### config.mk
export PLATFORM = sky130hd
export DESIGN_NAME = prt_ctrl
export DESIGN_NICKNAME = d
export VERILOG_FILES = /design/src/sv/prt_pkg.sv /design/src/sv/prt_ctrl.sv
export SDC_FILE = /design/constraint.sdc
export NUM_CORES = 1
export LEC_CHECK = 0
export ABC_AREA = 1
export BUFFER_PORTS_ARGS = -buffer_cell sky130_fd_sc_hd__buf_2
export CORE_AREA = 2 2 39 41
export DETAILED_ROUTE_END_ITERATION = 7
export DIE_AREA = 0 0 41 43
export GPL_TIMING_DRIVEN = 0
export PLACE_DENSITY = 0.76
export SLEW_MARGIN = 20
export SYNTH_ARGS = -nofsm -noshare
export SYNTH_HDL_FRONTEND = slang
export SYNTH_SLANG_ARGS = --single-unit
### constraint.sdc
create_clock -name clk -period 1 [get_ports clk]
set_input_delay 0.05 -clock clk [delete_from_list [all_inputs] [get_ports clk]]
set_output_delay 0.05 -clock clk [all_outputs]
set_load 0.01 [all_outputs]
### src/sv/prt_pkg.sv
`timescale 1ns / 1ps
// Shared types and constants of the pending request table.
// No dependencies; used by prt_ctrl, prt_dp and pending_request_table_core.
package prt_pkg;

	localparam int unsigned ENTRIES_DEF = 64;
	localparam int unsigned KEYS_DEF    = 32;

	localparam int unsigned IN_BITS  = 176;
	localparam int unsigned OUT_BITS = 104;

	typedef enum logic [2:0] {
		OP_CREATE     = 3'd0,
		OP_TICK       = 3'd1,
		OP_REMOVE     = 3'd2,
		OP_HAS_NONCE  = 3'd3,
		OP_IS_CONS    = 3'd4,
		OP_SERVED_Q   = 3'd5,
		OP_SET_SERVED = 3'd6
	} op_t;

	localparam logic [1:0] ST_OK   = 2'd0;
	localparam logic [1:0] ST_DUP  = 2'd1;
	localparam logic [1:0] ST_FULL = 2'd2;

	// request beat, last field in the lowest bits
	typedef struct packed {
		logic        consumer;
		logic        served;
		logic [31:0] nonce;
		logic [7:0]  kind;
		logic [15:0] life;
		logic [47:0] mac;
		logic [31:0] rid;
		logic [31:0] key;
		logic [2:0]  op;
	} req_t;

	// result beat, last field in the lowest bits
	typedef struct packed {
		logic [6:0]  removed;
		logic        consumer;
		logic        served;
		logic [7:0]  kind;
		logic [47:0] mac;
		logic [31:0] rid;
		logic        answer;
		logic [1:0]  status;
	} res_t;

	typedef struct packed {
		logic [31:0] key;
		logic [31:0] rid;
		logic [47:0] mac;
		logic [7:0]  kind;
		logic [31:0] nonce;
		logic        served;
		logic        consumer;
	} erec_t;

	typedef struct packed {
		logic [31:0] key;
		logic [31:0] dl;
	} trec_t;

	// controller to datapath
	typedef struct packed {
		logic escan;
		logic tscan;
		logic wr;
		logic load;
	} cmd_t;

	// datapath to controller
	typedef struct packed {
		logic escan_done;
		logic tscan_done;
		logic dup;
		logic efree;
		logic tok;
		logic out_busy;
	} sts_t;

endpackage

### src/sv/prt_ctrl.sv
`timescale 1ns / 1ps
// Request sequencer of the pending request table.
// Depends on prt_pkg; drives prt_dp through cmd_t and watches sts_t.
module prt_ctrl (
	input  logic              clk,
	input  logic              arst_n,
	input  logic              in_fire,
	input  logic [2:0]        in_op,
	input  prt_pkg::sts_t     sts,
	output logic              in_ready,
	output prt_pkg::cmd_t     cmd
);

	typedef enum logic [4:0] {
		S_IDLE  = 5'b00001,
		S_ESCAN = 5'b00010,
		S_TSCAN = 5'b00100,
		S_WRITE = 5'b01000,
		S_DONE  = 5'b10000
	} state_t;

	state_t      state_q, state_d;
	logic [2:0]  op_q;

	assign in_ready = (state_q == S_IDLE);

	// state register; latch the request code
	always_ff @(posedge clk or negedge arst_n) begin
		if (!arst_n) begin
			state_q <= S_IDLE;
			op_q    <= 3'd0;
		end else begin
			state_q <= state_d;
			if (in_fire) begin
				op_q <= in_op;
			end
		end
	end

	// next state, sweep starts, write and result load
	always_comb begin
		state_d = state_q;
		cmd     = '0;
		case (state_q)
			S_IDLE: begin
				if (in_fire) begin
					case (in_op)
						prt_pkg::OP_CREATE, prt_pkg::OP_HAS_NONCE, prt_pkg::OP_IS_CONS,
						prt_pkg::OP_SERVED_Q, prt_pkg::OP_SET_SERVED: begin
							state_d   = S_ESCAN;
							cmd.escan = 1'b1;
						end
						prt_pkg::OP_TICK, prt_pkg::OP_REMOVE: begin
							state_d   = S_TSCAN;
							cmd.tscan = 1'b1;
						end
						default: state_d = S_DONE;
					endcase
				end
			end
			S_ESCAN: begin
				if (sts.escan_done) begin
					if (op_q == prt_pkg::OP_CREATE && !sts.dup && sts.efree) begin
						state_d   = S_TSCAN;
						cmd.tscan = 1'b1;
					end else begin
						state_d = S_DONE;
					end
				end
			end
			S_TSCAN: begin
				if (sts.tscan_done) begin
					if (op_q == prt_pkg::OP_CREATE) begin
						state_d = sts.tok ? S_WRITE : S_DONE;
					end else begin
						state_d   = S_ESCAN;
						cmd.escan = 1'b1;
					end
				end
			end
			S_WRITE: begin
				cmd.wr  = 1'b1;
				state_d = S_DONE;
			end
			S_DONE: begin
				if (!sts.out_busy) begin
					cmd.load = 1'b1;
					state_d  = S_IDLE;
				end
			end
			default: state_d = S_IDLE;
		endcase
	end

endmodule

==> impl_metrics.tcl <==
set metrics [dict create \
    utilization 0.599 \
    wl_per_cell_um 11.9 \
    hpwl_um 1000 \
    grt_pass1_vias 556 \
    clk_path_buf_depth 2 \
    whs_endpoint "op_q[0]" \
    path_max_fanout 3 \
    post-route-min-period_ns 1.53 \
    place.gp.congestion 0.779 \
    min_period_over_period 1.53 \
    cts_tree "yes" \
    cp.arrival_ns 1.48 \
    vias 643 \
    power.internal_mw 1.18 \
    yosysWarnings 0 \
    crit_required_ns 0.95 \
    layout_common_cells "nand2_1 (20), buf_2 (13), nor2_1 (11)" \
    die_y_um 43 \
    hold_viol 0 \
    worst_slew_pin_slew_ns 0.222 \
    drt-total-wl_um 1530 \
    use_met3 0.0681 \
    instances_no_fill 128 \
    grt_max_degree 9 \
    p_switching_mw 0.873 \
    cts-buffers-inserted 3 \
    place_inst 113 \
    critPathKind "flop to output pin" \
    power_density_nw_per_um2 2470 \
    synth_top_area_share 0.326 \
    ir_worst_vdd_uv 1100 \
    busiest_layer "met2" \
    antenna_found_initial 0 \
    drc 0 \
    rsz0062_at_grt "yes" \
    end_kind "output pin" \
    finalMaxSlewViolations 0 \
    portBuffers 16 \
    synthCells 81 \
    max_freq_ghz 0.654 \
    syn_area_sq_um 538 \
    finClkSkew_ns 0.0130 \
    outcome "finished with violations" \
    ys_seq_area_frac 0.374 \
    path_clk_slew_ns 0.07 \
    setup_slack_ns -0.528 \
    fp-row-count 14 \
    coreArea_sq_um 1380 \
    ys_seq_elements 8 \
    cts.sinks 8 \
    cap_violations 0 \
    combPwrFrac 0.615 \
    p_leak_nw 0.467 \
    htreeDepth 1 \
    met2_usage 0.313 \
    rr_worst_depth 10 \
    hold_path.class "input port to flop" \
    r2r_end "state_q[4]" \
    syn_nets 93 \
    worstHoldStart "in_op[0]" \
    grtUsageTotal 0.186 \
    r2r_slack_ns -0.42 \
    startpoint "state_q[0]" \
    violations "setup timing" \
    gr-total-overflow 0 \
    rr_startpoint "state_q[0]" \
    p_sw_frac 0.425 \
    syn2layout_area_growth_pct 54.2 \
    p_clk_frac 0.138 \
    postRouteAntennaNets 0 \
    fin_hold_ws_ns 0.0340 \
    crit_top_cell "nand2_2" \
    fin_nets 125 \
    maxSlewHeadroom 0.851 \
    critical_path.cell_chain "inv_2, nor2_4, nand3_4, nor2_1, nand2_2, nand2_2, buf_6" \
    seqPwrFrac 0.247 \
    final_layout_size_suffix_gt1_frac 0.455 \
    crit_path_start_kind "flop" \
    grtUsageMet1 0.208 \
    whs_path_depth 3 \
    finalSetupViolations 10 \
    dieArea_sq_um 1760 \
    syn_avg_cell_area_sq_um 6.64 \
    clk_latency_ns 0.26 \
    drt_pass1_iterations 4 \
    ios 17 \
    vias_per_cell 5.02 \
    die_w_um 41 \
    max_stage_delay_ns 0.55 \
    yosysTopAreaCell "dfrtp_1" \
    synth_area_leaders "dfrtp_1 (33%), nand2_1 (15%), nand4_1 (9.3%)" \
    synth.distinct_cells 13 \
    n_antenna_cell 0 \
    cp_slowest_cell "dfstp_2" \
    cts_root_buf "clkbuf_4" \
    drt_iter0_drc 19 \
    initial_utilization 0.389 \
    grt_pass1_wl_um 2210 \
    layout_commonest_cell "nand2_1" \
]
-- synth_stat cells --
cell type and n:
nand3_1 7, nand3b_1 2, inv_2 2, nand3_2 1, nor2_1 13, dfstp_2 1, dfrtp_1 7, nor2_2 4
o21ai_0 2, nor2_4 1, nand2_1 22, nand4_1 8, inv_1 11
-- how the worst max path moves through the flow --
stage             end  slack (ns)  cells after the start
3_3_place_gp   cmd[3]       -0.24                      7
6_report       cmd[2]       -0.53                      7
4_1_cts        cmd[3]       -0.51                      6
2_1_floorplan  cmd[3]       -0.14                      6
3_5_place_dp   cmd[2]       -0.28                      7
5_1_grt        cmd[3]       -0.60                      7
-- cell families after synthesis --
group | share of synthesized area
AND/OR/NAND/NOR | 0.516
buffers and inverters | 0.0907
flip-flops | 0.374
AO/OA/AOI/OAI | 0.0186
-- power groups by stage --
stage	clock network [mW]	logic, mW	registers [mW]
global route	0.294	1.38	0.515
finish	0.283	1.26	0.507
floorplan	0	0.540	0.486
CTS	0.285	0.985	0.498
detailed placement	0	0.732	0.494
global placement	0	0.721	0.489
-- registers in the layout (all words and copies together), names as in the netlist --
| register | flops |
|---|---|
| state_q | 5 |
| op_q | 3 |
-- what timing repair did --
action	4_1_cts	5_1_grt
resized for setup	7	12
hold endpoints to repair	8	0
buffers inserted	6	4
pin swaps	2	4
cloned	0	0
hold buffers	1	0
setup endpoints to repair	10	10
-- worst max-delay path, delay by kind of cell, from the launching register on --
| kind | cells | cell delay (ns) |
|---|---|---|
| DFF | 1 | 0.55 |
| and+or+nand+nor | 5 | 0.52 |
| buffers and inverters | 2 | 0.15 |
-- layer usage --
layer  part of all wire  vias up
li1                   -      323
met1               0.39      289
met2               0.53       25
met3              0.054        6
met4              0.026        0
met5                  0        -
-- through the flow --
step                      power (mW)  setup WS (ns)  area (sq um)  TNS [ns]
after floorplan                 1.03         -0.136           541    -0.634
after global placement          1.21         -0.237           641     -1.42
after detailed placement        1.23         -0.277           641     -1.58
after CTS                       1.77         -0.512           748     -3.28
after global routing            2.19         -0.595           830     -4.61
final                           2.05         -0.528           830     -3.93
-- final cells by class --
| type | count | area [sq um] |
|---|---|---|
| clock buffers | 4 | 26.3 |
| well taps | 16 | 20.0 |
| multi-input cells | 60 | 335 |
| fillers | 133 | 554 |
| repair buffers | 27 | 195 |
| inverters | 13 | 48.8 |
| flip-flops and latches | 8 | 204 |
Power figures use the tool's default switching activity.
